`src/rtl/core/sdpc_pkg.sv`:
```
package sdpc_pkg;

  localparam int unsigned POS_W = 16;
  localparam int unsigned VAL_W = POS_W + 1;

  typedef enum logic [3:0] {
    REQ_STEP_TICK = 4'd0,
    REQ_MS_TICK   = 4'd1,
    REQ_MOVE_ABS  = 4'd2,
    REQ_MOVE_REL  = 4'd3,
    REQ_SET_POS   = 4'd4,
    REQ_STOP      = 4'd5,
    REQ_RELEASE   = 4'd6,
    REQ_EMERGENCY = 4'd7,
    REQ_HOME      = 4'd8
  } req_e;

  typedef enum logic [2:0] {
    MODE_UNKNOWN  = 3'd0,
    MODE_HOMING   = 3'd1,
    MODE_FWD      = 3'd2,
    MODE_REV      = 3'd3,
    MODE_HOLD     = 3'd4,
    MODE_RELEASED = 3'd5,
    MODE_STOPPED  = 3'd6,
    MODE_FAULT    = 3'd7
  } mode_e;

  typedef enum logic [2:0] {
    ST_OK        = 3'd0,
    ST_BUSY      = 3'd1,
    ST_HW_FAULT  = 3'd2,
    ST_NOT_VALID = 3'd3,
    ST_RANGE     = 3'd4
  } status_e;

  typedef enum logic [1:0] {
    CMD_NONE   = 2'd0,
    CMD_HOMING = 2'd1,
    CMD_ABS    = 2'd2,
    CMD_REL    = 2'd3
  } cmd_e;

  typedef enum logic [2:0] {
    OUT_SUCCESS     = 3'd0,
    OUT_IN_PROGRESS = 3'd1,
    OUT_HW_ERROR    = 3'd2,
    OUT_EMERGENCY   = 3'd3,
    OUT_STOP        = 3'd4,
    OUT_RELEASE     = 3'd5
  } outcome_e;

  typedef enum logic [2:0] {
    CFG_FULL_TRAVEL  = 3'd0,
    CFG_HOMING_STEPS = 3'd1,
    CFG_HOLD_MS      = 3'd2,
    CFG_DIAG_MAX_REL = 3'd3,
    CFG_FWD_IS_OPEN  = 3'd4,
    CFG_HOMING_EN    = 3'd5
  } cfg_idx_e;

  localparam logic [1:0] FAULT_EMERG    = 2'b01;
  localparam logic [1:0] FAULT_BOUNDARY = 2'b10;

  localparam int unsigned FLAG_VALID    = 0;
  localparam int unsigned FLAG_MOVING   = 1;
  localparam int unsigned FLAG_FWD      = 2;
  localparam int unsigned FLAG_RELEASED = 3;
  localparam int unsigned FLAG_VALID2   = 4;
  localparam int unsigned FLAG_HOMING   = 5;

  typedef struct packed {
    logic [POS_W-1:0] full_travel;
    logic [POS_W-1:0] homing_steps;
    logic [15:0]      hold_ms;
    logic [POS_W-1:0] diag_max_rel;
    logic             forward_is_open;
    logic             homing_enable;
  } sdpc_cfg_t;

  localparam sdpc_cfg_t CFG_RESET = '{
    full_travel:     16'd1700,
    homing_steps:    16'd1700,
    hold_ms:         16'd500,
    diag_max_rel:    16'd200,
    forward_is_open: 1'b1,
    homing_enable:   1'b1
  };

  typedef struct packed {
    mode_e            mode;
    logic             pos_valid;
    logic [POS_W-1:0] pos_count;
    logic [POS_W-1:0] goal;
    logic [POS_W-1:0] left;
    logic [1:0]       phase;
    logic             coils_on;
    logic             standby;
    logic             dir_fwd;
    logic             released;
    logic             homing;
    logic [15:0]      hold_count;
    cmd_e             cmd;
    outcome_e         outcome;
    logic [1:0]       fault;
  } sdpc_state_t;

  localparam sdpc_state_t STATE_RESET = '{
    mode:       MODE_UNKNOWN,
    pos_valid:  1'b0,
    pos_count:  '0,
    goal:       '0,
    left:       '0,
    phase:      2'd0,
    coils_on:   1'b0,
    standby:    1'b0,
    dir_fwd:    1'b0,
    released:   1'b1,
    homing:     1'b0,
    hold_count: 16'd0,
    cmd:        CMD_NONE,
    outcome:    OUT_SUCCESS,
    fault:      2'b00
  };

  typedef struct packed {
    status_e          status;
    mode_e            mode;
    logic [3:0]       coil_pattern;
    logic             standby_on;
    logic [POS_W-1:0] position_now;
    logic [POS_W-1:0] position_goal;
    logic [POS_W-1:0] steps_left;
    cmd_e             last_cmd;
    outcome_e         last_outcome;
    logic [1:0]       fault_bits;
    logic [5:0]       flag_bits;
  } sdpc_result_t;

  // full-step sequence A+B+, A-B+, A-B-, A+B- as coil bits
  function automatic logic [3:0] coil_pattern_f(input logic [1:0] phase);
    logic [3:0] pat;
    case (phase)
      2'd0:    pat = 4'd5;
      2'd1:    pat = 4'd6;
      2'd2:    pat = 4'd10;
      default: pat = 4'd9;
    endcase
    return pat;
  endfunction

endpackage

```
`src/rtl/core/sdpc_if.sv`:
```
interface sdpc_in_if;
  logic                                valid;
  logic                                ready;
  logic [3:0]                          req_type;
  logic signed [sdpc_pkg::VAL_W-1:0]   step_value;

  modport source (output valid, req_type, step_value, input ready);
  modport sink   (input valid, req_type, step_value, output ready);
endinterface

interface sdpc_out_if;
  logic                        valid;
  logic                        ready;
  logic [2:0]                  status;
  logic [2:0]                  mode;
  logic [3:0]                  coil_pattern;
  logic                        standby_on;
  logic [sdpc_pkg::POS_W-1:0]  position_now;
  logic [sdpc_pkg::POS_W-1:0]  position_goal;
  logic [sdpc_pkg::POS_W-1:0]  steps_left;
  logic [1:0]                  last_cmd;
  logic [2:0]                  last_outcome;
  logic [1:0]                  fault_bits;
  logic [5:0]                  flag_bits;

  modport source (output valid, status, mode, coil_pattern, standby_on, position_now,
                  position_goal, steps_left, last_cmd, last_outcome, fault_bits,
                  flag_bits, input ready);
  modport sink   (input valid, status, mode, coil_pattern, standby_on, position_now,
                  position_goal, steps_left, last_cmd, last_outcome, fault_bits,
                  flag_bits, output ready);
endinterface

interface sdpc_cfg_if;
  logic        valid;
  logic        ready;
  logic [2:0]  index;
  logic [15:0] data;

  modport source (output valid, index, data, input ready);
  modport sink   (input valid, index, data, output ready);
endinterface

```
`src/rtl/core/sdpc_cfg_regs.sv`:
```
module sdpc_cfg_regs (
  input  logic                 clk,
  input  logic                 rst_n,
  sdpc_cfg_if.sink             cfg_bus,
  output sdpc_pkg::sdpc_cfg_t  cfg_o
);
  import sdpc_pkg::*;

  sdpc_cfg_t cfg_r, cfg_nxt;

  assign cfg_bus.ready = 1'b1;
  assign cfg_o         = cfg_r;

  always_comb begin
    cfg_nxt = cfg_r;
    if (cfg_bus.valid) begin
      unique case (cfg_bus.index)
        CFG_FULL_TRAVEL:  cfg_nxt.full_travel     = cfg_bus.data[POS_W-1:0];
        CFG_HOMING_STEPS: cfg_nxt.homing_steps    = cfg_bus.data[POS_W-1:0];
        CFG_HOLD_MS:      cfg_nxt.hold_ms         = cfg_bus.data;
        CFG_DIAG_MAX_REL: cfg_nxt.diag_max_rel    = cfg_bus.data[POS_W-1:0];
        CFG_FWD_IS_OPEN:  cfg_nxt.forward_is_open = cfg_bus.data[0];
        CFG_HOMING_EN:    cfg_nxt.homing_enable   = cfg_bus.data[0];
        default:          cfg_nxt = cfg_r;  // unmapped index, dropped
      endcase
    end
  end

  always_ff @(posedge clk) begin
    if (!rst_n) begin
      cfg_r <= CFG_RESET;
    end else begin
      cfg_r <= cfg_nxt;
    end
  end

endmodule

```
`src/rtl/core/sdpc_next_state.sv`:
```
module sdpc_next_state (
  input  sdpc_pkg::sdpc_state_t                state_i,
  input  sdpc_pkg::sdpc_cfg_t                  cfg_i,
  input  logic [3:0]                           req_i,
  input  logic signed [sdpc_pkg::VAL_W-1:0]    value_i,
  output sdpc_pkg::sdpc_state_t                state_o,
  output sdpc_pkg::sdpc_result_t               result_o
);
  import sdpc_pkg::*;

  function automatic sdpc_state_t coils_off_f(input sdpc_state_t s);
    sdpc_state_t r;
    r          = s;
    r.standby  = 1'b0;
    r.coils_on = 1'b0;
    r.released = 1'b1;
    return r;
  endfunction

  function automatic sdpc_state_t start_f(input sdpc_state_t s, input logic [POS_W-1:0] steps,
                                          input logic fwd);
    sdpc_state_t r;
    r          = s;
    r.left     = steps;
    r.dir_fwd  = fwd;
    r.mode     = fwd ? MODE_FWD : MODE_REV;
    r.outcome  = OUT_IN_PROGRESS;
    r.released = 1'b0;
    r.coils_on = 1'b1;
    r.standby  = 1'b1;
    return r;
  endfunction

  function automatic sdpc_state_t abort_f(input sdpc_state_t s, input logic mov,
                                          input mode_e nm, input outcome_e oc);
    sdpc_state_t r;
    r = s;
    if (mov) begin
      r.left    = '0;
      r.goal    = s.pos_count;
      r.outcome = oc;
    end else if (s.mode != MODE_HOLD) begin
      r.left = '0;
    end
    r        = coils_off_f(r);
    r.homing = 1'b0;
    r.mode   = nm;
    return r;
  endfunction

  sdpc_state_t        s, n;
  status_e            status;
  logic               moving, busy, v_neg, v_zero, v_pos, v_over, at_limit;
  logic [VAL_W-1:0]   v_u, mag;
  logic signed [VAL_W:0] t_rel;
  logic               t_rel_bad;
  logic [15:0]        hold_inc;
  logic [POS_W-1:0]   v_lo;

  always_comb begin
    s        = state_i;
    n        = state_i;
    status   = ST_OK;
    moving   = (s.mode == MODE_HOMING) || (s.mode == MODE_FWD) || (s.mode == MODE_REV);
    busy     = moving || (s.mode == MODE_HOLD);
    v_u      = value_i;
    v_lo     = v_u[POS_W-1:0];
    v_neg    = v_u[VAL_W-1];
    v_zero   = (v_u == '0);
    v_pos    = !v_neg && !v_zero;
    mag      = v_neg ? (~v_u + {{(VAL_W-1){1'b0}}, 1'b1}) : v_u;
    // absolute range check shared by move abs and set pos
    v_over   = v_neg || (v_lo > cfg_i.full_travel);
    t_rel    = $signed({2'b00, s.pos_count}) + $signed({value_i[VAL_W-1], value_i});
    t_rel_bad = t_rel[VAL_W] || (t_rel[VAL_W-1:0] > {1'b0, cfg_i.full_travel});
    at_limit = s.dir_fwd ? (s.pos_count >= cfg_i.full_travel) : (s.pos_count == '0);
    hold_inc = (s.hold_count != 16'hFFFF) ? s.hold_count + 16'd1 : s.hold_count;

    case (req_i)
      REQ_STEP_TICK: begin
        if (moving && (s.left != '0)) begin
          if (s.pos_valid && at_limit) begin
            n           = coils_off_f(s);
            n.mode      = MODE_FAULT;
            n.pos_valid = 1'b0;
            n.left      = '0;
            n.outcome   = OUT_HW_ERROR;
            n.fault     = s.fault | FAULT_BOUNDARY;
            n.homing    = 1'b0;
          end else begin
            n.phase = s.dir_fwd ? s.phase + 2'd1 : s.phase - 2'd1;
            if (s.pos_valid) begin
              n.pos_count = s.dir_fwd ? s.pos_count + 1'b1 : s.pos_count - 1'b1;
            end
            n.left = s.left - 1'b1;
            if (s.left == {{(POS_W-1){1'b0}}, 1'b1}) begin
              if (s.homing) begin
                n.pos_count = '0;
                n.goal      = '0;
                n.pos_valid = 1'b1;
              end
              n.mode       = MODE_HOLD;
              n.outcome    = OUT_SUCCESS;
              n.hold_count = 16'd0;
            end
          end
        end
      end
      REQ_MS_TICK: begin
        if (s.mode == MODE_HOLD) begin
          n.hold_count = hold_inc;
          if (hold_inc >= cfg_i.hold_ms) begin
            n        = coils_off_f(n);
            n.homing = 1'b0;
            n.mode   = MODE_RELEASED;
          end
        end
      end
      REQ_MOVE_ABS, REQ_MOVE_REL, REQ_SET_POS: begin
        if (s.mode == MODE_FAULT) begin
          status = ST_HW_FAULT;
        end else if (busy) begin
          status = ST_BUSY;
        end else if (req_i == REQ_MOVE_ABS) begin
          if (!s.pos_valid) begin
            status = ST_NOT_VALID;
          end else if (v_over) begin
            status = ST_RANGE;
          end else begin
            n.cmd  = CMD_ABS;
            n.goal = v_lo;
            if (v_lo == s.pos_count) begin
              n.left    = '0;
              n.outcome = OUT_SUCCESS;
            end else if (v_lo > s.pos_count) begin
              n = start_f(n, v_lo - s.pos_count, 1'b1);
            end else begin
              n = start_f(n, s.pos_count - v_lo, 1'b0);
            end
          end
        end else if (req_i == REQ_MOVE_REL) begin
          if (s.pos_valid && t_rel_bad) begin
            status = ST_RANGE;
          end else if (!s.pos_valid && (mag > {1'b0, cfg_i.diag_max_rel})) begin
            status = ST_RANGE;
          end else begin
            n.cmd = CMD_REL;
            if (s.pos_valid) begin
              n.goal = t_rel[POS_W-1:0];
            end
            if (v_zero) begin
              n.left    = '0;
              n.outcome = OUT_SUCCESS;
            end else begin
              n = start_f(n, mag[POS_W-1:0], v_pos);
            end
          end
        end else begin
          if (v_over) begin
            status = ST_RANGE;
          end else begin
            n           = coils_off_f(s);
            n.pos_count = v_lo;
            n.goal      = v_lo;
            n.left      = '0;
            n.pos_valid = 1'b1;
            n.mode      = MODE_RELEASED;
          end
        end
      end
      REQ_STOP:    n = abort_f(s, moving, MODE_STOPPED, OUT_STOP);
      REQ_RELEASE: n = abort_f(s, moving, MODE_RELEASED, OUT_RELEASE);
      REQ_EMERGENCY: begin
        n           = coils_off_f(s);
        n.mode      = MODE_FAULT;
        n.pos_valid = 1'b0;
        n.left      = '0;
        n.outcome   = OUT_EMERGENCY;
        n.fault     = s.fault | FAULT_EMERG;
        n.homing    = 1'b0;
      end
      REQ_HOME: begin
        if (s.mode == MODE_FAULT) begin
          status = ST_HW_FAULT;
        end else if (busy) begin
          status = ST_BUSY;
        end else if (!cfg_i.homing_enable) begin
          n.mode = MODE_UNKNOWN;
        end else begin
          n.pos_valid = 1'b0;
          n.pos_count = '0;
          n.goal      = '0;
          n.cmd       = CMD_HOMING;
          n.homing    = 1'b1;
          n           = start_f(n, cfg_i.homing_steps, cfg_i.forward_is_open);
          n.mode      = MODE_HOMING;
        end
      end
      default: n = s;  // undefined request codes leave everything alone
    endcase
  end

  logic n_moving;

  always_comb begin
    n_moving                     = (n.mode == MODE_HOMING) || (n.mode == MODE_FWD) ||
                                   (n.mode == MODE_REV);
    result_o.status              = status;
    result_o.mode                = n.mode;
    result_o.coil_pattern        = n.coils_on ? coil_pattern_f(n.phase) : 4'd0;
    result_o.standby_on          = n.standby;
    result_o.position_now        = n.pos_count;
    result_o.position_goal       = n.goal;
    result_o.steps_left          = n.left;
    result_o.last_cmd            = n.cmd;
    result_o.last_outcome        = n.outcome;
    result_o.fault_bits          = n.fault;
    result_o.flag_bits           = '0;
    result_o.flag_bits[FLAG_VALID]    = n.pos_valid;
    result_o.flag_bits[FLAG_VALID2]   = n.pos_valid;
    result_o.flag_bits[FLAG_MOVING]   = n_moving;
    result_o.flag_bits[FLAG_FWD]      = n_moving && n.dir_fwd;
    result_o.flag_bits[FLAG_RELEASED] = n.released;
    result_o.flag_bits[FLAG_HOMING]   = n.homing;
  end

  assign state_o = n;

endmodule

```
`src/rtl/core/stepper_damper_position_controller_core.sv`:
```
// Full-step stepper position controller for a damper drive.
//
// Channels:
//   in_bus  - one request per item: req_type (step tick, ms tick, move abs,
//             move rel, set pos, stop, release, emergency, start homing) and a
//             signed step_value (target, delta or new position).
//   out_bus - exactly one snapshot per request: status of the request, mode,
//             coil pattern, standby line, position/goal/steps left, last
//             command and outcome, sticky fault bits and flag bits.
//   cfg_bus - register writes (index 0..5: full travel, homing steps, hold
//             ms, diag max rel, forward-is-open, homing enable). Always ready;
//             write only while no request is in flight. Other indexes drop.
// Timing: a request waits in an input register until the result register is
//   free or draining; then controller state and result register update together.
//   One request per cycle is sustained while out_bus.ready stays high.
// Stalls: the result register holds its snapshot while out_bus.ready is low;
//   the input register keeps accepting until it is full, after which
//   in_bus.ready follows the result register draining.
// Reset (synchronous, rst_n low): position unknown, coils off and released,
//   faults cleared, registers back to their defaults, both channels empty.
module stepper_damper_position_controller_core (
  input logic        clk,
  input logic        rst_n,
  sdpc_in_if.sink    in_bus,
  sdpc_out_if.source out_bus,
  sdpc_cfg_if.sink   cfg_bus
);
  import sdpc_pkg::*;

  sdpc_cfg_t cfg;

  sdpc_cfg_regs u_cfg_regs (
    .clk    (clk),
    .rst_n  (rst_n),
    .cfg_bus(cfg_bus),
    .cfg_o  (cfg)
  );

  // input register stage
  logic                    s1_valid_r;
  logic [3:0]              req_r;
  logic signed [VAL_W-1:0] value_r;
  logic                    s1_adv, in_take;

  // controller state and result register
  sdpc_state_t  state_r, state_nxt;
  sdpc_result_t result_nxt, out_r;
  logic         out_valid_r;

  // the state step fires when the result register is free or being drained
  assign s1_adv       = s1_valid_r && (!out_valid_r || out_bus.ready);
  assign in_bus.ready = !s1_valid_r || s1_adv;
  assign in_take      = in_bus.valid && in_bus.ready;

  always_ff @(posedge clk) begin
    if (!rst_n) begin
      s1_valid_r <= 1'b0;
    end else if (in_bus.ready) begin
      s1_valid_r <= in_bus.valid;
    end
  end

  always_ff @(posedge clk) begin
    if (in_take) begin
      req_r   <= in_bus.req_type;
      value_r <= in_bus.step_value;
    end
  end

  sdpc_next_state u_next_state (
    .state_i (state_r),
    .cfg_i   (cfg),
    .req_i   (req_r),
    .value_i (value_r),
    .state_o (state_nxt),
    .result_o(result_nxt)
  );

  always_ff @(posedge clk) begin
    if (!rst_n) begin
      state_r     <= STATE_RESET;
      out_valid_r <= 1'b0;
    end else begin
      if (s1_adv) begin
        state_r     <= state_nxt;
        out_valid_r <= 1'b1;
      end else if (out_bus.ready) begin
        out_valid_r <= 1'b0;
      end
    end
  end

  always_ff @(posedge clk) begin
    if (s1_adv) begin
      out_r <= result_nxt;
    end
  end

  assign out_bus.valid         = out_valid_r;
  assign out_bus.status        = out_r.status;
  assign out_bus.mode          = out_r.mode;
  assign out_bus.coil_pattern  = out_r.coil_pattern;
  assign out_bus.standby_on    = out_r.standby_on;
  assign out_bus.position_now  = out_r.position_now;
  assign out_bus.position_goal = out_r.position_goal;
  assign out_bus.steps_left    = out_r.steps_left;
  assign out_bus.last_cmd      = out_r.last_cmd;
  assign out_bus.last_outcome  = out_r.last_outcome;
  assign out_bus.fault_bits    = out_r.fault_bits;
  assign out_bus.flag_bits     = out_r.flag_bits;

  // coils, standby and released always move together
  a_coil_lines: assert property (@(posedge clk) disable iff (!rst_n)
    (state_r.standby == state_r.coils_on) && (state_r.released == !state_r.coils_on))
    else $error("coil, standby and released state disagree");

  // any motion mode has the driver energized
  a_moving_energized: assert property (@(posedge clk) disable iff (!rst_n)
    ((state_r.mode == MODE_HOMING) || (state_r.mode == MODE_FWD) ||
     (state_r.mode == MODE_REV)) |-> state_r.coils_on)
    else $error("motion mode with coils off");

  // homing flag only survives through the homing run and its hold
  a_homing_mode: assert property (@(posedge clk) disable iff (!rst_n)
    state_r.homing |-> ((state_r.mode == MODE_HOMING) || (state_r.mode == MODE_HOLD)))
    else $error("homing flag set outside homing or hold");

  // fault mode always comes with a recorded fault and an invalid position
  a_fault_mode: assert property (@(posedge clk) disable iff (!rst_n)
    (state_r.mode == MODE_FAULT) |-> (!state_r.pos_valid && (state_r.fault != 2'b00)))
    else $error("fault mode without fault record");

  // every state step produces a snapshot in the next cycle
  a_step_result: assert property (@(posedge clk) disable iff (!rst_n)
    s1_adv |=> out_valid_r)
    else $error("state step without a result");

endmodule

```
`src/flat_wrapper.sv`:
```
// flat-port wrapper written by rule: the top's interface ports become plain ports
module stepper_damper_position_controller_core_flat import sdpc_pkg::*;
  (clk, rst_n, in_bus_valid, in_bus_req_type, in_bus_step_value, in_bus_ready, out_bus_valid, out_bus_status, out_bus_mode, out_bus_coil_pattern, out_bus_standby_on, out_bus_position_now, out_bus_position_goal, out_bus_steps_left, out_bus_last_cmd, out_bus_last_outcome, out_bus_fault_bits, out_bus_flag_bits, out_bus_ready, cfg_bus_valid, cfg_bus_index, cfg_bus_data, cfg_bus_ready);
  sdpc_in_if in_bus_i ();
  sdpc_out_if out_bus_i ();
  sdpc_cfg_if cfg_bus_i ();
  input logic clk;
  input logic rst_n;
  input wire logic [$bits(in_bus_i.valid)-1:0] in_bus_valid;
  input wire logic [$bits(in_bus_i.req_type)-1:0] in_bus_req_type;
  input wire logic [$bits(in_bus_i.step_value)-1:0] in_bus_step_value;
  output wire logic [$bits(in_bus_i.ready)-1:0] in_bus_ready;
  output wire logic [$bits(out_bus_i.valid)-1:0] out_bus_valid;
  output wire logic [$bits(out_bus_i.status)-1:0] out_bus_status;
  output wire logic [$bits(out_bus_i.mode)-1:0] out_bus_mode;
  output wire logic [$bits(out_bus_i.coil_pattern)-1:0] out_bus_coil_pattern;
  output wire logic [$bits(out_bus_i.standby_on)-1:0] out_bus_standby_on;
  output wire logic [$bits(out_bus_i.position_now)-1:0] out_bus_position_now;
  output wire logic [$bits(out_bus_i.position_goal)-1:0] out_bus_position_goal;
  output wire logic [$bits(out_bus_i.steps_left)-1:0] out_bus_steps_left;
  output wire logic [$bits(out_bus_i.last_cmd)-1:0] out_bus_last_cmd;
  output wire logic [$bits(out_bus_i.last_outcome)-1:0] out_bus_last_outcome;
  output wire logic [$bits(out_bus_i.fault_bits)-1:0] out_bus_fault_bits;
  output wire logic [$bits(out_bus_i.flag_bits)-1:0] out_bus_flag_bits;
  input wire logic [$bits(out_bus_i.ready)-1:0] out_bus_ready;
  input wire logic [$bits(cfg_bus_i.valid)-1:0] cfg_bus_valid;
  input wire logic [$bits(cfg_bus_i.index)-1:0] cfg_bus_index;
  input wire logic [$bits(cfg_bus_i.data)-1:0] cfg_bus_data;
  output wire logic [$bits(cfg_bus_i.ready)-1:0] cfg_bus_ready;
  assign in_bus_i.valid = in_bus_valid;
  assign in_bus_i.req_type = in_bus_req_type;
  assign in_bus_i.step_value = in_bus_step_value;
  assign in_bus_ready = in_bus_i.ready;
  assign out_bus_valid = out_bus_i.valid;
  assign out_bus_status = out_bus_i.status;
  assign out_bus_mode = out_bus_i.mode;
  assign out_bus_coil_pattern = out_bus_i.coil_pattern;
  assign out_bus_standby_on = out_bus_i.standby_on;
  assign out_bus_position_now = out_bus_i.position_now;
  assign out_bus_position_goal = out_bus_i.position_goal;
  assign out_bus_steps_left = out_bus_i.steps_left;
  assign out_bus_last_cmd = out_bus_i.last_cmd;
  assign out_bus_last_outcome = out_bus_i.last_outcome;
  assign out_bus_fault_bits = out_bus_i.fault_bits;
  assign out_bus_flag_bits = out_bus_i.flag_bits;
  assign out_bus_i.ready = out_bus_ready;
  assign cfg_bus_i.valid = cfg_bus_valid;
  assign cfg_bus_i.index = cfg_bus_index;
  assign cfg_bus_i.data = cfg_bus_data;
  assign cfg_bus_ready = cfg_bus_i.ready;
  stepper_damper_position_controller_core u_core (.clk(clk), .rst_n(rst_n), .in_bus(in_bus_i), .out_bus(out_bus_i), .cfg_bus(cfg_bus_i));
endmodule
```
`config.mk`:
```
export PLATFORM = sky130hd
export DESIGN_NAME = stepper_damper_position_controller_core_flat
export DESIGN_NICKNAME = d
export VERILOG_FILES = /design/src/rtl/core/sdpc_pkg.sv /design/src/rtl/core/sdpc_if.sv /design/src/rtl/core/sdpc_cfg_regs.sv /design/src/rtl/core/sdpc_next_state.sv /design/src/rtl/core/stepper_damper_position_controller_core.sv /design/src/flat_wrapper.sv
export SDC_FILE = /design/constraint.sdc
export NUM_CORES = 1
export LEC_CHECK = 0
export BUFFER_PORTS_ARGS = -buffer_cell sky130_fd_sc_hd__buf_2
export CORE_MARGIN = 2
export CORE_UTILIZATION = 44
export DETAILED_ROUTE_END_ITERATION = 8
export PLACE_DENSITY_LB_ADDON = 0.15
export SLEW_MARGIN = 20
export SYNTH_ARGS = -nofsm -noshare
export SYNTH_HDL_FRONTEND = slang
export SYNTH_HIERARCHICAL = 1
export SYNTH_SLANG_ARGS = --single-unit
```
`constraint.sdc`:
```
create_clock -name clk -period 5.7 [get_ports clk]
set_input_delay 0.57 -clock clk [delete_from_list [all_inputs] [get_ports clk]]
set_output_delay 0.57 -clock clk [all_outputs]
set_load 0.01 [all_outputs]
```
==> results.toml, run 1 <==
[critical_path]
rr_endpoint = "u_core/out_bus.steps_left[14]$_DFFE_PP_"
crit_top_cell = "a21o_1"
r2r_slack_ns = 0.27
r2r_cells = 20
worstReg2RegStart = "u_core/value_r[1]$_DFFE_PP_"
cpPeakStageDelay_ns = 0.45
crit_type = "reg -> reg"
end_kind = "register"
arrival_ns = 5.71
critPathMaxFanout = 6
cp-start-kind = "register"
path_cells = "inv_1 -> fa_1 -> o21bai_1 -> a21oi_1 -> o31ai_2 -> o21ai_0 -> o21a_1 -> xnor2_1 -> ha_1 -> a21o_1 -> a21o_1 -> a21o_1 -> a21oi_1 -> o2111a_1 -> o21a_1 -> o211ai_1 -> o211ai_2 -> nand2_1 -> a2111oi_0 -> o22ai_1"
required_ns = 5.98
cpMaxStageDelayCell = "edfxtp_1"

[cts]
clock_sinks = 243
cts.clk_slew.worst_paths_ns = 0.07
cts_buffers = 30
postCtsSetupRepairBufs = 0
cts.path.max_buffers = 3
clk-insertion-delay-late_ns = 0.60
cts_root_buffer = "clkbuf_16"
cts_max_level = 1
cts_tree = "yes"

[timing]
finalCriticalPeriod_ns = 5.426
maxSlewViolCount = 0
rsz0062_at_grt = "false"
skew_ns = 0.02431
hold_viol = 0
fin_ws_ns = 0.2738
fin_setup_tns_ns = 0
worst_slew_pin_slew_ns = 0.9873
setup_viol = 0
slew_headroom_pct = 33.83
fmax_mhz = 184.3
min_period_over_period_pct = 95.20

[placement]
post-place-ws_ns = 0.3095
port_buffers = 118
place_inst = 2746
globalplace.congestion = 0.9861
dp_hpwl_um = 51850

[floorplan]
start_util_pct = 44.60
ios = 120
fp-row-count = 75
die_y_um = 210.4
core_region_area_um2 = 42040
dieArea_um2 = 44280
die_w_um = 210.4

[global_route]
grt_use_total_pct = 30.32
grt_first_pass_wirelength_um = 101600
grt_max_degree = 106
grt_overflow = 0
antenna_found_initial = 1
grt_pass1_vias = 16050

[synthesis]
yosys_warnings = 6
synthArstFlopShare_pct = 0
synthDistinctLibCells = 104
ys_seq_area_share_pct = 30.91
avgSynthCellArea_um2 = 8.589
syn_area_um2 = 18750
yosys.area.top_type = "dfxtp_1"
ys_seq_elements = 243
syn_nets = 2381
synth.top_cell.area_share_pct = 16.01
ys_top_cells_by_area = "dfxtp_1 (16%), edfxtp_1 (15%), ha_1 (9.9%)"
synthFlopType = "dfxtp_1"
synth_edf_count = 93
postSynthCellCount = 2183

[routing]
postRouteAntennaNets = 0
post_drt_wl_per_cell_um = 24.48
drtIter0Drc = 1965
first_pass_iters = 6
post-route-drc-count = 0
vias = 17190
vias_per_cell = 6.134
wl_um = 68600

[power]
vdd_drop_max_mv = 0.2178
p_leak_nw = 8.727
power_density_nw_per_um2 = 229.7

[hold_path]
hp-class = "in -> reg"
hold_depth = 1
holdCritStartpoint = "in_bus_req_type[3]"
hold_end = "u_core/req_r[3]$_DFFE_PP_"

[final_layout]
fin_cells = 2802
layout-drive-gt1-share_pct = 13.83
layout_common_cells = "nand2_1 (345), mux2i_1 (159), dfxtp_1 (150), ha_1 (149), inv_1 (125)"
register_area_um2 = 5796
area_delta_synth_final_pct = 10.36
n_fill_cell = 4040
multiInputGateArea_um2 = 11410
diodes = 0
layout_commonest_cell = "nand2_1"
nets = 2437

[job]
maxCapViolations = 0

[run_status]
status = "complete, no violations"
==> state kept, by name (all words and copies together), names as in the netlist <==
| signal | flops |
|---|---|
| u_core/req_r | 4 |
| u_core/out_bus.steps_left | 16 |
| u_core/out_bus.status | 3 |
| u_core/out_bus.mode | 3 |
| u_core/out_bus.flag_bits | 6 |
| u_core/u_cfg_regs/cfg_o | 66 |
| u_core/state_r | 82 |
| u_core/out_bus.position_now | 16 |
| u_core/out_bus.position_goal | 16 |
| u_core/s1_valid_r | 1 |
| u_core/out_bus.valid | 1 |
| u_core/out_bus.standby_on | 1 |
| u_core/out_bus.fault_bits | 2 |
| u_core/out_bus.last_outcome | 3 |
| u_core/out_bus.coil_pattern | 4 |
| u_core/out_bus.last_cmd | 2 |
| u_core/value_r | 17 |
==> cells by family (layout without fill, tap and decap cells) <==
family	Yosys count	count (layout)	synth area share [%]
adder cells (fa/ha/maj)	153	153	10.37
other	1	1	0.02000
flip-flops	243	243	30.91
XOR/XNOR	69	69	3.263
AO/OA/AOI/OAI	526	526	19.69
AND/OR/NAND/NOR	708	708	17.62
multiplexers	177	177	9.622
buffers and inverters	306	386	8.501
==> worst max path at each step <==
stage,depth (start not counted),start,end
6_report,20,u_core/value_r[1]$_DFFE_PP_,u_core/out_bus.steps_left[14]$_DFFE_PP_
5_1_grt,20,u_core/value_r[1]$_DFFE_PP_,u_core/out_bus.steps_left[14]$_DFFE_PP_
4_1_cts,20,u_core/value_r[4]$_DFFE_PP_,u_core/state_r[61]$_SDFFE_PN0P_
3_5_place_dp,20,u_core/value_r[4]$_DFFE_PP_,u_core/state_r[61]$_SDFFE_PN0P_
3_3_place_gp,22,u_core/value_r[1]$_DFFE_PP_,u_core/state_r[30]$_SDFFE_PN0P_
2_1_floorplan,22,u_core/state_r[63]$_SDFFE_PN0P_,u_core/state_r[42]$_SDFFE_PN0P_
==> synthesized netlist by cell type (33+ instances only) <==
cell / number
edfxtp_1: 93
a21oi_1: 114
nor2b_1: 55
nand3_1: 50
clkbuf_1: 66
inv_1: 126
nand2_1: 345
dfxtp_1: 150
nor2_1: 108
mux2i_1: 159
nor3_1: 33
o21ai_0: 78
buf_4: 68
xnor2_1: 54
ha_1: 149
a21o_1: 41
==> metal layers <==
metal  track usage [%]  part of all wire, %  up-vias
met5                 0                0.019        -
met2             45.99                   43      852
met1             43.80                   45     8255
li1                  -                    -     7934
met3             4.693                  8.6      144
met4             10.37                  3.6        2
==> critical path, delay by kind of cell (launching register included) <==
family / cells / cell delay [ns]
adder cells (fa/ha/maj): 2 / 0.74
flip-flops: 1 / 0.45
AND/OR/NAND/NOR: 1 / 0.13
XOR/XNOR: 1 / 0.31
AO/OA/AOI/OAI: 15 / 3.36
buffers and inverters: 1 / 0.12
==> layout make-up <==
cell class / count / share of cell area [%]
inverters: 129 / 2.340
clock inverters: 20 / 1.137
multi-input cells: 1634 / 55.16
clock buffers: 36 / 4.142
well taps: 539 / 3.259
flip-flops and latches: 243 / 28.01
repair buffers: 201 / 5.956
==> timing repair <==
action / CTS / global route
endpoints found under the setup margin: 0 / 61
gates resized for setup: 0 / 6
hold buffers: 0 / 0
==> metrics by stage <==
step | hold slack, ns | utilization, % | instance area, um2 | total power [mW]
2_1_floorplan | 0.4296 | - | 18750 | 2.431
3_3_place_gp | 0.4368 | 46.56 | 19570 | 2.668
3_5_place_dp | 0.4450 | 46.56 | 19570 | 2.675
4_1_cts | 0.1331 | 49.15 | 20660 | 4.772
5_1_grt | 0.1351 | 49.22 | 20690 | 4.909
6_report | 0.1516 | 49.22 | 20690 | 4.753
==> power breakdown <==
part           total (mW)  internal, mW  switching (mW)
combinational       0.763         0.262           0.501
clock                2.09          1.23           0.863
sequential           1.90          1.85          0.0449
Power figures use the tool's default switching activity.
==> inputs of run 2 (changes only) <==
Settings changed: ABC_AREA from default to 0, REMOVE_ABC_BUFFERS from default to 1.
==> run 2 against run 1 <==
Net effect:
- combinational power is 3.7% higher
- final cell count increased by 0.43%
- utilization increased by 0.069 points
- critical endpoint is now u_core/state_r[30]$_SDFFE_PN0P_
- global-route usage grew 0.52 points
- via count grew 0.32%
- final area rose by 0.14%
- die area is the same
- highest routed layer is now met4
- worst hold slack improved by 0.012 ns
- routed wire length rose by 1.1%
==> results.toml, run 2 (synthesis gave the netlist of run 1 again) <==
[run_status]
status = "complete, no violations"

[final_layout]
n_fill_cell = 4125
design_area_um2 = 20720
regMostFlops = "u_core/state_r"
nets = 2452
register_area_um2 = 5796
largest_reg_flops = 82
multiInputGateArea_um2 = 11420
layout_common_cells = "nand2_1 (345), mux2i_1 (159), dfxtp_1 (150), ha_1 (149), inv_1 (125)"
area_delta_synth_final_pct = 10.51
layout-drive-gt1-share_pct = 13.98
layout_commonest_cell = "nand2_1"

[floorplan]
die_y_um = 210.4
die_w_um = 210.4
fp-row-count = 75
dieArea_um2 = 44280
ios = 120
core_region_area_um2 = 42040
start_util_pct = 44.60

[cts]
cts_hold_buf = 0
cts.path.max_buffers = 3
cts_buffers = 28
clock_sinks = 243
cts.clk_slew.worst_paths_ns = 0.07
clk-insertion-delay-late_ns = 0.59
cts_max_level = 1
cts_tree = "yes"
cts_root_buffer = "clkbuf_16"

[global_route]
grt_max_degree = 111
grt_use_total_pct = 30.83
antenna_found_initial = 0
grt_first_pass_wirelength_um = 102800
grt_overflow = 0
grt_pass1_vias = 16160

[routing]
post_drt_wl_per_cell_um = 24.65
vias_per_cell = 6.127
drtIter0Drc = 1857
first_pass_iters = 6
post-route-drc-count = 0
wl_um = 69370
postRouteAntennaNets = 0
vias = 17240

[timing]
min_period_over_period_pct = 95.72
setup_viol = 0
slew_headroom_pct = 30.51
fin_setup_tns_ns = 0
skew_ns = 0.01470
rsz0062_at_grt = "false"
worst_slew_pin_slew_ns = 1.042
fmax_mhz = 183.3
hold_viol = 0
maxSlewViolCount = 0
finalCriticalPeriod_ns = 5.456
whs_ns = 0.1631

[critical_path]
required_ns = 6.22
crit_type = "reg -> reg"
critPathMaxFanout = 11
cp-start-kind = "register"
end_kind = "register"
arrival_ns = 5.98

[job]
maxCapViolations = 0

[hold_path]
hp-class = "in -> reg"

[power]
power_density_nw_per_um2 = 221.7
vdd_drop_max_mv = 0.2039
p_leak_nw = 8.747

[placement]
globalplace.congestion = 1.004
port_buffers = 118
placed_cell_area_um2 = 19700
dp_hpwl_um = 53390
-- run 2: metal layers --
| metal | share of wire (%) | GRT usage, % | vias up |
|---|---|---|---|
| met1 | 45 | 44.50 | 8367 |
| met5 | 0 | 0 | - |
| met4 | 3.1 | 9.641 | 0 |
| met3 | 9.0 | 5.885 | 129 |
| li1 | - | - | 7970 |
| met2 | 43 | 46.39 | 776 |
-- run 2: cell type report --
cell class	instances	share of cell area, %
clock inverters	8	0.3865
multi-input cells	1634	55.09
well taps	539	3.255
inverters	129	2.337
clock buffers	42	4.384
diodes	1	0.01208
flip-flops and latches	243	27.97
repair buffers	218	6.564
-- run 2: timing repair --
item | CTS | global route
gates resized for setup | 0 | 3
endpoints found under the setup margin | 0 | 23
buffers inserted | 0 | 2
-- run 2: metrics by stage --
| step | power (mW) | std cells | util (%) | worst slack [ns] |
|---|---|---|---|---|
| 4_1_cts | 4.615 | 2811 | 49.21 | 0.2832 |
| 6_report | 4.594 | 2814 | 49.29 | 0.2442 |
| 5_1_grt | 4.754 | 2813 | 49.28 | 0.01648 |
| 3_3_place_gp | 2.696 | 2761 | 46.85 | 0.3283 |
| 3_5_place_dp | 2.699 | 2761 | 46.85 | 0.3114 |
| 2_1_floorplan | 2.362 | 2006 | - | 0.6775 |
-- run 2: path summary, 6_finish.rpt --
kind                                              to  cells past startpoint  slack [ns]                               startpoint
min reg2reg  u_core/u_cfg_regs/cfg_o[7]$_SDFFE_PN0P_                      2        0.46  u_core/u_cfg_regs/cfg_o[7]$_SDFFE_PN0P_
max                  u_core/state_r[30]$_SDFFE_PN0P_                     21        0.24              u_core/value_r[6]$_DFFE_PP_
min                     u_core/value_r[15]$_DFFE_PP_                      1        0.16                    in_bus_step_value[15]
max reg2reg          u_core/state_r[30]$_SDFFE_PN0P_                     21        0.24              u_core/value_r[6]$_DFFE_PP_
-- run 2: report_power, final --
part	switching, mW	internal, mW	leakage, nW
Sequential	0.0455	1.85	2.14
Clock	0.764	1.14	0.483
Combinational	0.517	0.274	6.13
-- run 2: worst max-delay path: stages (launching register included) --
cell	delay, ns
edfxtp_1	0.51
buf_4	0.22
nor4_1	0.25
buf_4	0.20
nand3_1	0.10
o31ai_1	0.31
xnor2_1	0.31
ha_1	0.35
a21o_1	0.19
a21o_1	0.18
a2111oi_0	0.58
o211ai_1	0.19
a221oi_1	0.38
buf_4	0.20
buf_4	0.16
o21ai_1	0.06
buf_4	0.23
o32ai_1	0.40
a31o_1	0.16
a221o_1	0.22
nand2_1	0.07
mux2i_1	0.13
==> inputs of run 3 (changes only) <==
Settings changed: MAX_ROUTING_LAYER from default to met4, PLACE_DENSITY from default to 0.65, PLACE_DENSITY_LB_ADDON 0.15 to default.
==> run 3 against run 2 <==
Net effect:
- sequential cell count unchanged
- die area is the same
- worst hold slack worse by 0.017 ns
- global-route usage is 0.083 points higher
- critical endpoint is now u_core/out_bus.flag_bits[2]$_DFFE_PP_
- clock-buffer cell count up 2
- register-to-register slack got worse by 0.02 ns
- clock power hardly changed
- largest cell class unchanged
- clock skew increased by 0.0081 ns
- sequential power about the same
- non-clock buffer count shrank 9
==> results.toml, run 3 (synthesis gave the netlist of run 1 again) <==
[run_status]
status = "complete, no violations"

[final_layout]
largest_reg_flops = 82
nets = 2443
layout-drive-gt1-share_pct = 13.50
layout_commonest_cell = "nand2_1"
diodes = 0
layout_common_cells = "nand2_1 (345), mux2i_1 (159), dfxtp_1 (150), ha_1 (149), inv_1 (126)"
fin_cells = 2806
final_util_pct = 49.02
regMostFlops = "u_core/state_r"
area_delta_synth_final_pct = 9.903
n_fill_cell = 4125

[routing]
post_drt_wl_per_cell_um = 24.19
drtIter0Drc = 2085
post-route-drc-count = 0
postRouteAntennaNets = 0
vias_per_cell = 6.195
first_pass_iters = 6
wl_um = 67890
vias = 17380

[floorplan]
fp-row-count = 75
die_w_um = 210.4
start_util_pct = 44.60
die_y_um = 210.4
dieArea_um2 = 44280
ios = 120
core_region_area_um2 = 42040

[cts]
cts_max_level = 1
cts.path.max_buffers = 3
cts.clk_slew.worst_paths_ns = 0.06
cts_hold_buf = 0
clock_sinks = 243
clk-insertion-delay-late_ns = 0.60
cts_buffers = 28
cts_root_buffer = "clkbuf_16"
cts_tree = "yes"

[power]
total_power_mw = 4.541
p_leak_nw = 8.685
vdd_drop_max_mv = 0.2260
power_density_nw_per_um2 = 220.4

[placement]
globalplace.congestion = 0.9617
port_buffers = 118
place_inst = 2751
dp_hpwl_um = 52090

[critical_path]
required_ns = 6.06
cpPeakStageDelay_ns = 0.52
path_cells = "ha_1 -> inv_1 -> fa_1 -> o21bai_1 -> a21oi_1 -> o31ai_1 -> buf_4 -> o2111ai_1 -> nand2_1 -> a21oi_1 -> xor2_1 -> ha_1 -> nand2_1 -> or4_1 -> o2111a_1 -> o21a_1 -> o211ai_1 -> o311ai_0 -> nor3b_1 -> a211o_1 -> o211a_1"
cp-start-kind = "register"
critPathMaxFanout = 6
cpMaxStageDelayCell = "or4_1"
arrival_ns = 5.83
crit_type = "reg -> reg"
end_kind = "register"

[timing]
maxSlewViolCount = 0
setup_viol = 0
min_period_over_period_pct = 96.05
hold_viol = 0
fmax_mhz = 182.7
skew_ns = 0.02281
finalCriticalPeriod_ns = 5.475
slew_headroom_pct = 33.09
whs_ns = 0.1459
worst_slew_pin_slew_ns = 1.000

[global_route]
antenna_found_initial = 2
grt_pass1_vias = 16230
grt_overflow = 0
grt_use_total_pct = 30.92
grt_first_pass_wirelength_um = 101400
grt_max_degree = 117

[hold_path]
hp-class = "in -> reg"

[job]
maxCapViolations = 0
[run 3: critical path: cells and delay by family, from the launching register on]
kind,cells,cell delay (ns)
compound gates,11,2.44
simple gates,4,1.01
fa+ha+maj,3,0.95
flops,1,0.42
buf+inv,2,0.24
xor+xnor,1,0.17
[run 3: path summary, 6_finish.rpt]
kind                                       start                                    end  slack [ns]  depth (start not counted)
hold / removal                in_bus_req_type[3]              u_core/req_r[3]$_DFFE_PP_        0.15                          1
setup reg to reg     u_core/value_r[0]$_DFFE_PP_  u_core/out_bus.flag_bits[2]$_DFFE_PP_        0.23                         21
hold reg to reg   u_core/state_r[1]$_SDFFE_PN0P_         u_core/state_r[1]$_SDFFE_PN0P_        0.46                          2
setup / recovery     u_core/value_r[0]$_DFFE_PP_  u_core/out_bus.flag_bits[2]$_DFFE_PP_        0.23                         21
[run 3: per-layer routing]
layer  vias up  share of wire, %  track usage (%)
met5         -                 0                -
met4         0               3.2            9.373
met3       144               8.6            4.142
met2       857                43            46.54
met1      8436                45            43.22
li1       7947                 -                -
[run 3: area by class of cell]
type                       instances  area [um2]  area share, %
tap                              539       674.4          3.273
sequential                       243        5796          28.12
timing repair buffer             209        1280          6.211
multi-input combinational       1634       11430          55.45
clock inverter                     8       93.84         0.4554
clock buffer                      44       853.3          4.141
inverter                         129       484.2          2.350
[run 3: power breakdown]
part | switching [mW] | leakage, nW | total, mW | internal [mW]
combinational | 0.512 | 6.08 | 0.778 | 0.267
sequential | 0.0446 | 2.14 | 1.90 | 1.85
clock | 0.790 | 0.465 | 1.87 | 1.08
[run 3: through the flow]
step / area, um2 / worst slack, ns / setup TNS, ns
3_3_place_gp: 19600 / 0.2248 / 0
2_1_floorplan: 17640 / 0.6775 / 0
4_1_cts: 20550 / 0.1707 / 0
6_report: 20610 / 0.2254 / 0
3_5_place_dp: 19600 / 0.1874 / 0
5_1_grt: 20610 / -0.001209 / -0.001209
[run 3: timing repair]
item | 4_1_cts | 5_1_grt
resized for setup | 0 | 6
endpoints found under the setup margin | 0 | 37
buffers inserted | 0 | 3
endpoints found under the hold margin | 0 | 0
